**src/rtl/qled_pkg.sv**
```systemverilog
// Shared types and constants for the quoted literal escape decoder.
// Used by qled_step and quoted_literal_escape_decoder; no dependencies.
package qled_pkg;

  // Input actions.
  localparam logic [1:0] ACT_START = 2'd0;
  localparam logic [1:0] ACT_CHAR  = 2'd1;
  localparam logic [1:0] ACT_EOF   = 2'd2;

  typedef enum logic [1:0] {
    KIND_CHAR = 2'd0,
    KIND_END  = 2'd1,
    KIND_ERR  = 2'd2
  } kind_t;

  typedef enum logic [2:0] {
    ERR_NONE        = 3'd0,
    ERR_EOF         = 3'd1,
    ERR_ILLEGAL_ESC = 3'd2,
    ERR_BAD_ESC     = 3'd3,
    ERR_BAD_HEX     = 3'd4
  } err_t;

  // Character codes recognised by the decoder.
  localparam logic [15:0] CODE_CR    = 16'h000D;
  localparam logic [15:0] CODE_TAB   = 16'h0009;
  localparam logic [15:0] CH_BSLASH  = 16'h005C;
  localparam logic [15:0] CH_QUOTE   = 16'h0022;
  localparam logic [15:0] CH_BAR     = 16'h007C;
  localparam logic [15:0] CH_LOWER_U = 16'h0075;
  localparam logic [15:0] CH_UPPER_U = 16'h0055;
  localparam logic [15:0] CH_LOWER_N = 16'h006E;
  localparam logic [15:0] CH_UPPER_N = 16'h004E;
  localparam logic [15:0] CH_LOWER_T = 16'h0074;
  localparam logic [15:0] CH_UPPER_T = 16'h0054;

  typedef struct packed {
    logic [1:0]  action;
    logic        string_mode;
    logic [15:0] ch;
  } in_t;

  typedef struct packed {
    kind_t       kind;
    logic [15:0] out_char;
    err_t        error_code;
    logic [15:0] bad_char;
  } out_t;

  typedef struct packed {
    logic        active;
    logic        mode_string;
    logic        escape_pending;
    logic        in_hex_run;
    logic [1:0]  hex_count;
    logic [15:0] hex_accum;
  } scan_t;

  // Returns {invalid, value}; invalid is set when c is not a hex digit.
  function automatic logic [4:0] hex_value(input logic [15:0] c);
    logic [4:0] r;
    if (c >= 16'h0030 && c <= 16'h0039) begin
      r = {1'b0, c[3:0]};
    end else if ((c >= 16'h0061 && c <= 16'h0066) || (c >= 16'h0041 && c <= 16'h0046)) begin
      r = {1'b0, c[3:0] + 4'd9};
    end else begin
      r = 5'b10000;
    end
    return r;
  endfunction

endpackage

```
**src/rtl/qled_step.sv**
```systemverilog
// One decoding step: next scanner state and optional result for one item.
// Purely combinational; depends on qled_pkg.
module qled_step (
  input  qled_pkg::scan_t scan,
  input  qled_pkg::in_t   item,
  output qled_pkg::scan_t scan_next,
  output logic            emit,
  output qled_pkg::out_t  result
);

  logic [15:0] c;
  logic [15:0] delim;
  logic [4:0]  hv;
  logic [15:0] hex_word;

  assign c        = item.ch;
  assign delim    = scan.mode_string ? qled_pkg::CH_QUOTE : qled_pkg::CH_BAR;
  assign hv       = qled_pkg::hex_value(item.ch);
  assign hex_word = {scan.hex_accum[11:0], hv[3:0]};

  always_comb begin
    scan_next = scan;
    emit      = 1'b0;
    result    = '{kind: qled_pkg::KIND_CHAR, out_char: 16'h0000,
                  error_code: qled_pkg::ERR_NONE, bad_char: 16'h0000};

    unique case (item.action)
      qled_pkg::ACT_START: begin
        scan_next.active         = 1'b1;
        scan_next.mode_string    = item.string_mode;
        scan_next.escape_pending = 1'b0;
        scan_next.in_hex_run     = 1'b0;
        scan_next.hex_count      = 2'd0;
        scan_next.hex_accum      = 16'h0000;
      end
      qled_pkg::ACT_CHAR: begin
        if (scan.active) begin
          if (scan.escape_pending) begin
            scan_next.escape_pending = 1'b0;
            if (!scan.mode_string) begin
              emit = 1'b1;
              if (c == qled_pkg::CH_BAR || c == qled_pkg::CH_BSLASH) begin
                result.out_char = c;
              end else begin
                result.kind       = qled_pkg::KIND_ERR;
                result.error_code = qled_pkg::ERR_BAD_ESC;
              end
            end else if (c == qled_pkg::CH_LOWER_U || c == qled_pkg::CH_UPPER_U) begin
              // A second backslash-u closes the run, but only on a unit boundary.
              if (!scan.in_hex_run) begin
                scan_next.in_hex_run = 1'b1;
                scan_next.hex_count  = 2'd0;
                scan_next.hex_accum  = 16'h0000;
              end else if (scan.hex_count == 2'd0) begin
                scan_next.in_hex_run = 1'b0;
              end else begin
                emit              = 1'b1;
                result.kind       = qled_pkg::KIND_ERR;
                result.error_code = qled_pkg::ERR_ILLEGAL_ESC;
              end
            end else begin
              emit = 1'b1;
              if (scan.in_hex_run) begin
                result.kind       = qled_pkg::KIND_ERR;
                result.error_code = qled_pkg::ERR_BAD_ESC;
              end else if (c == qled_pkg::CH_LOWER_N || c == qled_pkg::CH_UPPER_N) begin
                result.out_char = qled_pkg::CODE_CR;
              end else if (c == qled_pkg::CH_LOWER_T || c == qled_pkg::CH_UPPER_T) begin
                result.out_char = qled_pkg::CODE_TAB;
              end else begin
                result.out_char = c;
              end
            end
          end else if (c == qled_pkg::CH_BSLASH) begin
            scan_next.escape_pending = 1'b1;
          end else if (c == delim) begin
            emit = 1'b1;
            if (scan.in_hex_run && scan.hex_count != 2'd0) begin
              result.kind       = qled_pkg::KIND_ERR;
              result.error_code = qled_pkg::ERR_BAD_ESC;
            end else begin
              result.kind = qled_pkg::KIND_END;
            end
          end else if (scan.in_hex_run) begin
            if (hv[4]) begin
              emit              = 1'b1;
              result.kind       = qled_pkg::KIND_ERR;
              result.error_code = qled_pkg::ERR_BAD_HEX;
              result.bad_char   = c;
            end else if (scan.hex_count == 2'd3) begin
              emit                 = 1'b1;
              result.out_char      = hex_word;
              scan_next.hex_count  = 2'd0;
              scan_next.hex_accum  = 16'h0000;
            end else begin
              scan_next.hex_accum = hex_word;
              scan_next.hex_count = scan.hex_count + 2'd1;
            end
          end else begin
            emit            = 1'b1;
            result.out_char = c;
          end
        end
      end
      qled_pkg::ACT_EOF: begin
        if (scan.active) begin
          emit              = 1'b1;
          result.kind       = qled_pkg::KIND_ERR;
          result.error_code = qled_pkg::ERR_EOF;
        end
      end
      default: begin
      end
    endcase

    // An end marker or an error closes the literal and clears the scanner.
    if (emit && result.kind != qled_pkg::KIND_CHAR) begin
      scan_next.active         = 1'b0;
      scan_next.escape_pending = 1'b0;
      scan_next.in_hex_run     = 1'b0;
      scan_next.hex_count      = 2'd0;
      scan_next.hex_accum      = 16'h0000;
    end
  end

endmodule

```
**src/rtl/quoted_literal_escape_decoder.sv**
```systemverilog
// Quoted literal escape decoder: one beat per character, at most one result per beat.
// Top level; depends on qled_pkg and qled_step.
//
// The block takes one source beat per clock cycle while src_stall is low and gives
// at most one result beat per input beat, through the input register and then the
// result register. Throughput is one beat per cycle as long as the result side
// does not stall; the scanner state is updated once per beat, and that state
// update is the only loop in the design. Start beats and beats that decode to
// nothing give no result. After an end marker or an error the block drops
// character and end-of-input beats until the next start beat.
module quoted_literal_escape_decoder (
  input  logic           clk,
  input  logic           rst,
  input  logic           src_valid,
  output logic           src_stall,
  input  qled_pkg::in_t  src_data,
  output logic           res_valid,
  input  logic           res_stall,
  output qled_pkg::out_t res_data
);

  logic            in_q_valid;
  qled_pkg::in_t   in_q;
  qled_pkg::scan_t scan;
  qled_pkg::scan_t scan_next;
  logic            step_emit;
  qled_pkg::out_t  step_result;
  logic            advance;

  qled_step u_step (
    .scan      (scan),
    .item      (in_q),
    .scan_next (scan_next),
    .emit      (step_emit),
    .result    (step_result)
  );

  // The held beat moves on whenever the result register is free or being drained.
  assign advance   = in_q_valid && (!res_valid || !res_stall);
  assign src_stall = in_q_valid && !advance;

  always_ff @(posedge clk) begin
    if (rst) begin
      in_q_valid <= 1'b0;
    end else if (!src_stall) begin
      in_q_valid <= src_valid;
    end
  end

  always_ff @(posedge clk) begin
    if (src_valid && !src_stall) begin
      in_q <= src_data;
    end
  end

  always_ff @(posedge clk) begin
    if (rst) begin
      scan <= '0;
    end else if (advance) begin
      scan <= scan_next;
    end
  end

  always_ff @(posedge clk) begin
    if (rst) begin
      res_valid <= 1'b0;
    end else if (advance) begin
      res_valid <= step_emit;
    end else if (!res_stall) begin
      res_valid <= 1'b0;
    end
  end

  always_ff @(posedge clk) begin
    if (advance && step_emit) begin
      res_data <= step_result;
    end
  end

  a_close_goes_idle: assert property (@(posedge clk) disable iff (rst)
    (advance && step_emit && step_result.kind != qled_pkg::KIND_CHAR) |=> !scan.active)
    else $error("scanner still active after end marker or error");

  a_hex_count_in_run: assert property (@(posedge clk) disable iff (rst)
    (scan.hex_count != 2'd0) |-> scan.in_hex_run)
    else $error("hex digits pending outside a hex run");

  a_err_code_kind: assert property (@(posedge clk) disable iff (rst)
    res_valid |-> ((res_data.error_code != qled_pkg::ERR_NONE) ==
                   (res_data.kind == qled_pkg::KIND_ERR)))
    else $error("error code does not match result kind");

  a_bad_char_only_hex: assert property (@(posedge clk) disable iff (rst)
    (res_valid && res_data.bad_char != 16'h0000) |->
      (res_data.error_code == qled_pkg::ERR_BAD_HEX))
    else $error("offending character reported without bad hex error");

  a_stall_holds_beat: assert property (@(posedge clk) disable iff (rst)
    src_stall |-> (in_q_valid && res_valid && res_stall))
    else $error("input stalled without a blocked result");

endmodule

```
**config.mk**
```make
export PLATFORM = sky130hd
export DESIGN_NAME = quoted_literal_escape_decoder
export DESIGN_NICKNAME = d
export VERILOG_FILES = /design/src/rtl/qled_pkg.sv /design/src/rtl/qled_step.sv /design/src/rtl/quoted_literal_escape_decoder.sv
export SDC_FILE = /design/constraint.sdc
export NUM_CORES = 1
export LEC_CHECK = 0
export BUFFER_PORTS_ARGS = -buffer_cell sky130_fd_sc_hd__buf_2
export CAP_MARGIN = 30
export CORE_MARGIN = 5
export CORE_UTILIZATION = 45
export DETAILED_ROUTE_END_ITERATION = 8
export PLACE_DENSITY_LB_ADDON = 0.1
export SYNTH_ARGS = -nofsm -noshare
export SYNTH_HDL_FRONTEND = slang
export SYNTH_SLANG_ARGS = --single-unit
```
**constraint.sdc**
```tcl
create_clock -name clk -period 7.8 [get_ports clk]
set_input_delay 0.39 -clock clk [delete_from_list [all_inputs] [get_ports clk]]
set_output_delay 0.39 -clock clk [all_outputs]
set_load 0.05 [all_outputs]
```
==> flow_metrics.tcl, run 1 <==
set metrics [dict create \
    core_area_sq_um 8180 \
    final.min_clock_period_ns 3.82 \
    synth_enable_flop_cells 56 \
    firstDrtPassIters 4 \
    final_common_cell "buf_2" \
    worstPathRequired_ns 7.82 \
    peakVddDrop_mv 0.109 \
    cts_hold_buf 0 \
    final_cell_mix "buf_2 (62), edfxtp_1 (56), nor2_1 (31)" \
    ys_types 60 \
    rows 33 \
    r2r_setup_slack_ns 3.98 \
    arrival_ns 3.84 \
    p_seq_share_pct 55.9 \
    r2r_end "res_data[17]" \
    drtAntennaViolNets 0 \
    reg2reg_depth 10 \
    grt.total_usage_pct 18.8 \
    cts-resized-gates 0 \
    fill_cells 781 \
    slew_headroom_pct 34.1 \
    cts_buffers 9 \
    syn-cell-area_sq_um 3760 \
    power_density_nw_per_um2 185 \
    hold_ws_ns 0.208 \
    synth-seq-cells 76 \
    wl_per_cell_um 18.3 \
    worst_setup_path_end_kind "flop" \
    hold_violations 0 \
    dieArea_sq_um 10300 \
    cts_tree "done" \
    die_height_um 101 \
    post-route-period-util_pct 48.9 \
    grt_pass1_vias 2831 \
    hold_depth 1 \
    multi_input_area_sq_um 1530 \
    p_total_w 0.000802 \
    vias 2890 \
    path_clk_slew_ns 0.08 \
    max_cap_violations 0 \
    p_clk_share_pct 38.9 \
    postCtsSetupBuffers 0 \
    antenna_found_initial 0 \
    chipWidth_um 101 \
    synth-main-ff-cell "edfxtp_1" \
    cts_buffer_depth 2 \
    syn_nets 361 \
    switchingPower_w 0.000182 \
    seq_area_sq_um 2080 \
    r2r_start "in_q[0]" \
    cts_htree_levels 3 \
    synth.avg_cell_area_sq_um 11.4 \
    pwr-share-comb_pct 5.3 \
    yosys_warnings 0 \
    start_util_pct 46.0 \
    clk_latency_ns 0.35 \
    tns_ns 0 \
    rsz0062_at_grt "false" \
    setup_violations 0 \
    vias_per_cell 5.80 \
    min_to "in_q[5]" \
    gp_congestion 0.916 \
    drcViolationCount 0 \
    worst_setup_path_start_kind "flop" \
    ios 62 \
    overflow 0 \
    wl_mm 9.13 \
    port_buffers 61 \
    cts.sinks 76 \
    root_buffer "clkbuf_8" \
    yosysSeqAreaShare_pct 55.4 \
    antenna_cells 0 \
    drv_slew 0 \
    min_path_type "input port to flop" \
    grt_pass1_wl_mm 14.8 \
    nets 420 \
    status "finished clean" \
    setup.worst_path.class "flop to flop" \
    area_growth_pct 15.3 \
    path_max_fanout 27 \
    dp_hpwl_mm 6.85 \
    drive_above_1_share_pct 27.2 \
    p_leak_nw 1.69 \
    p_int_w 0.000620 \
    drtIter0Drc 164 \
    skew_ns 0.00492 \
    swShare_pct 22.7 \
    grt_max_degree 28 \
    hold_path_startpoint "src_data[5]" \
    tightest_slew_ns 0.984 \
    asyncSetResetFlopFracSynth_pct 0 \
    max_freq_ghz 0.262 \
    synthCells 329 \
]
==> how the worst max path moves through the flow <==
stage,startpoint,slack (ns),end
CTS,in_q[0],3.99,res_data[21]
floorplan,in_q[1],2.89,res_data[0]
global placement,in_q[0],4.11,res_data[35]
detailed placement,in_q[1],4.02,res_data[35]
global route,in_q[1],3.75,res_data[17]
finish,in_q[0],3.98,res_data[17]
==> area by class of cell <==
cell class | instances | share of cell area (%)
Timing Repair Buffer | 65 | 7.69
Multi-Input combinational cell | 224 | 35.3
Inverter | 12 | 1.04
Clock inverter | 5 | 1.39
Clock buffer | 11 | 3.50
Sequential cell | 76 | 48.1
Tap cell | 105 | 3.03
==> sequential cells by signal (all words and copies together), names as in the netlist <==
register,flops
scan,18
in_q_valid,1
res_valid,1
res_data,37
in_q,19
==> synthesized netlist by cell type, types with 3 or more instances <==
library cell | number | area [sq um]
nor3_1 | 12 | 60.1
buf_2 | 3 | 15.0
dfxtp_1 | 20 | 400
a22oi_1 | 11 | 82.6
ha_1 | 9 | 113
and4_1 | 4 | 35.0
buf_6 | 6 | 67.6
a21oi_1 | 5 | 25.0
xnor2_1 | 3 | 26.3
a22o_2 | 9 | 90.1
o21ai_0 | 12 | 60.1
nand2_1 | 18 | 67.6
o211ai_1 | 3 | 22.5
nand3_1 | 10 | 50.1
nor2_1 | 31 | 116
o21a_1 | 4 | 30.0
clkbuf_1 | 8 | 30.0
and3_1 | 4 | 25.0
inv_1 | 12 | 45.0
nand4_1 | 10 | 62.6
nor4_1 | 8 | 50.1
nor3b_1 | 3 | 22.5
nor2b_1 | 4 | 25.0
and2_1 | 15 | 93.8
nand3b_1 | 3 | 22.5
a22o_1 | 4 | 35.0
edfxtp_1 | 56 | 1680
==> stage by stage <==
| step | instances | instance area (sq um) | setup slack, ns | util, % |
|---|---|---|---|---|
| 2_1_floorplan | 329 | 3760 | 2.89 | - |
| 3_3_place_gp | 480 | 4110 | 4.11 | 50.2 |
| 3_5_place_dp | 482 | 4120 | 4.02 | 50.4 |
| 4_1_cts | 498 | 4330 | 3.99 | 53.0 |
| 5_1_grt | 498 | 4330 | 3.75 | 53.0 |
| 6_report | 498 | 4330 | 3.98 | 53.0 |
==> power groups by stage <==
stage | clock network (W) | registers, W | logic [W]
floorplan | 0 | 0.000452 | 0.0000311
global placement | 0 | 0.000457 | 0.0000425
detailed placement | 0 | 0.000457 | 0.0000420
CTS | 0.000318 | 0.000448 | 0.0000421
global route | 0.000334 | 0.000450 | 0.0000470
finish | 0.000312 | 0.000448 | 0.0000422
==> logic make-up (layout without fill, tap and decap cells) <==
logic type,count (synthesis),in the layout,share of synthesized area (%)
AND/OR/NAND/NOR,137,137,20.4
flip-flops,76,76,55.4
multiplexers,2,2,0.566
AO/OA/AOI/OAI,73,73,15.7
XOR/XNOR,3,3,0.699
buffers and inverters,29,93,4.20
adder cells (fa/ha/maj),9,9,3.00
==> routing by layer <==
metal | global-route usage, % | wire [um] | share of wire (%)
met5 | 0 | 0 | 0
met1 | 25.7 | 4240 | 46
met3 | 3.65 | 502 | 5.5
met4 | 8.18 | 218 | 2.4
met2 | 29.1 | 4170 | 46
==> critical path, cell delays in order, from the launching register on <==
cell and delay, ns:
edfxtp_1 0.54, inv_1 0.17, ha_1 0.29, or4b_1 0.45, o2111ai_1 0.15, a211oi_2 0.12
nor2_1 0.25, nor4b_1 0.09, o21a_1 0.21, nor3_2 0.73, buf_4 0.47
(Power assumes the default switching activity.)
==> inputs of run 2 (changes only) <==
- ABC_AREA: unset -> 1
- clock period: 7.8 -> 3.9 ns (I/O delays scaled with it)
==> flow_metrics.tcl, run 2 <==
set metrics [dict create \
    ios 62 \
    drcViolationCount 0 \
    cts_buffers 9 \
    start_util_pct 45.8 \
    grt_pass1_vias 3294 \
    path_clk_slew_ns 0.08 \
    r2r_setup_slack_ns 0.65 \
    min_path_type "input port to flop" \
    r2r_start "in_q[1]" \
    dp_hpwl_mm 7.84 \
    port_buffers 61 \
    overflow 0 \
    tightest_slew_ns 0.935 \
    asyncSetResetFlopFracSynth_pct 0 \
    grt.total_usage_pct 19.4 \
    largest_register_ff_count 37 \
    synthCells 510 \
    min_to "in_q[11]" \
    hold_depth 1 \
    setup.worst_path.class "flop to flop" \
    chipWidth_um 107 \
    power_density_nw_per_um2 369 \
    area_growth_pct 19.1 \
    cts_tree "done" \
    postCtsSetupBuffers 0 \
    final_area_sq_um 5010 \
    worstPathRequired_ns 4.16 \
    finalNonFillerCells 701 \
    cts_buffer_depth 2 \
    synth_area_leaders "edfxtp_1 (40%), dfxtp_1 (9.5%), nand2_1 (8.4%)" \
    synth-seq-cells 76 \
    max_cap_violations 0 \
    final_common_cell "nand2_1" \
    r2r_end "scan[1]" \
    post-route-period-util_pct 83.2 \
    netlist.top_cell.by_area "edfxtp_1" \
    synth_enable_flop_cells 56 \
    dieArea_sq_um 11400 \
    drtIter0Drc 193 \
    syn-cell-area_sq_um 4210 \
    antenna_cells 0 \
    clk_latency_ns 0.36 \
    firstDrtPassIters 5 \
    top_regs "res_data x37, in_q x19, scan x18" \
    synth_top_area_share_pct 39.9 \
    grt_pass1_wl_mm 17.1 \
    peakVddDrop_mv 0.293 \
    die_height_um 107 \
    rows 35 \
    grt_max_degree 38 \
    path_max_fanout 18 \
    wl_mm 10.6 \
    final.min_clock_period_ns 3.25 \
    cts.sinks 76 \
    drive_above_1_share_pct 19.2 \
    max_freq_ghz 0.308 \
    synthTopCellsByCount "nand2_1 (94), nor2_1 (76), inv_1 (69)" \
    skew_ns 0.0123 \
    wl_per_cell_um 15.2 \
    nets 617 \
    rsz0062_at_grt "false" \
    top_register "res_data" \
    synth-main-ff-cell "edfxtp_1" \
    antenna_found_initial 0 \
    hold_path_startpoint "src_data[11]" \
    drv_slew 0 \
    gp_congestion 0.887 \
    drtAntennaViolNets 0 \
    core_area_sq_um 9200 \
    yosys_warnings 0 \
    yosysMostFrequentCell "nand2_1" \
    arrival_ns 3.50 \
    setup_violations 0 \
    ys_types 33 \
    fin_util_pct 54.5 \
    placed_area_sq_um 4600 \
    status "finished clean" \
    syn_nets 542 \
    slew_headroom_pct 37.6 \
    place_inst 668 \
    tns_ns 0 \
    yosysSeqAreaShare_pct 49.5 \
    p_leak_nw 2.29 \
    worst_setup_path_start_kind "flop" \
    worst_setup_path_end_kind "flop" \
    cts-resized-gates 0 \
    reg2reg_depth 19 \
    vias 3616 \
    vias_per_cell 5.16 \
    hold_violations 0 \
    synth.avg_cell_area_sq_um 8.26 \
    final_cell_mix "nand2_1 (94), nor2_1 (76), inv_1 (69)" \
    root_buffer "clkbuf_8" \
    cts_htree_levels 3 \
]
==> run 2: area by class of cell <==
class	instances	area, sq um
sequential	76	2080
fill	864	4180
clock buffer	9	124
timing repair buffer	84	520
clock inverter	7	124
inverter	77	289
multi-input combinational	337	1740
tap	111	139
==> run 2: worst max-delay path by stage <==
stage                        from           to  depth (start not counted)
after floorplan           in_q[1]  res_data[0]                         14
after global placement    in_q[1]     scan[10]                         19
after detailed placement  in_q[1]     scan[17]                         18
after CTS                 in_q[1]     scan[17]                         18
after global routing      in_q[1]      scan[1]                         18
final                     in_q[1]      scan[1]                         19
==> run 2: worst max-delay path, stage by stage, from the launching register on <==
cell and delay, ns:
edfxtp_1 0.51, inv_1 0.26, ha_1 0.27, inv_1 0.09, nand2_1 0.08, nor2_1 0.06
nor2_1 0.13, nand3_1 0.10, nand2_1 0.13, nor2_4 0.06, nand3_4 0.21, nand2_2 0.11
nand2_4 0.09, nand4_2 0.12, nor2_2 0.16, nand2_1 0.26, nand3_4 0.31, nand2_1 0.08
nand2_1 0.06, nor2_1 0.04
==> run 2: report_power, final <==
group	internal (W)	switching, W	leakage [nW]
clock network	0.000429	0.000306	0.120
registers	0.000889	0.0000298	0.770
logic	0.0000698	0.000125	1.40
total	0.00139	0.000460	2.29
==> run 2: per-layer routing <==
| layer | track usage [%] | wire length [um] | vias up |
|---|---|---|---|
| met5 | 0 | 0 | - |
| met4 | 4.02 | 126 | 0 |
| met3 | 5.48 | 684 | 13 |
| met2 | 30.8 | 4890 | 123 |
| met1 | 26.6 | 4940 | 1639 |
| li1 | - | - | 1841 |
==> run 2: what timing repair did <==
action | CTS | global route
endpoints found under the setup margin | 0 | 0
hold buffers | 12 | 5
endpoints found under the hold margin | 12 | 5
==> run 2: logic make-up after synthesis <==
kind of cell               after synthesis  share of synthesized area (%)
and+or+nand+nor                        249                           27.5
xor gates and xnor gates                 3                          0.624
DFF                                     76                           49.5
adders and majority gates                9                           2.67
AOI/OAI and AO/OA                       76                           10.4
buffers and inverters                   97                           9.33
==> run 2: metrics by stage <==
stage	setup slack [ns]	power (W)	hold WS, ns
6_report	0.655	0.00185	0.0294
5_1_grt	0.207	0.00193	0.00427
4_1_cts	0.656	0.00186	0.00110
3_5_place_dp	0.689	0.00112	0.373
3_3_place_gp	0.756	0.00112	0.372
2_1_floorplan	0.968	0.00106	0.264
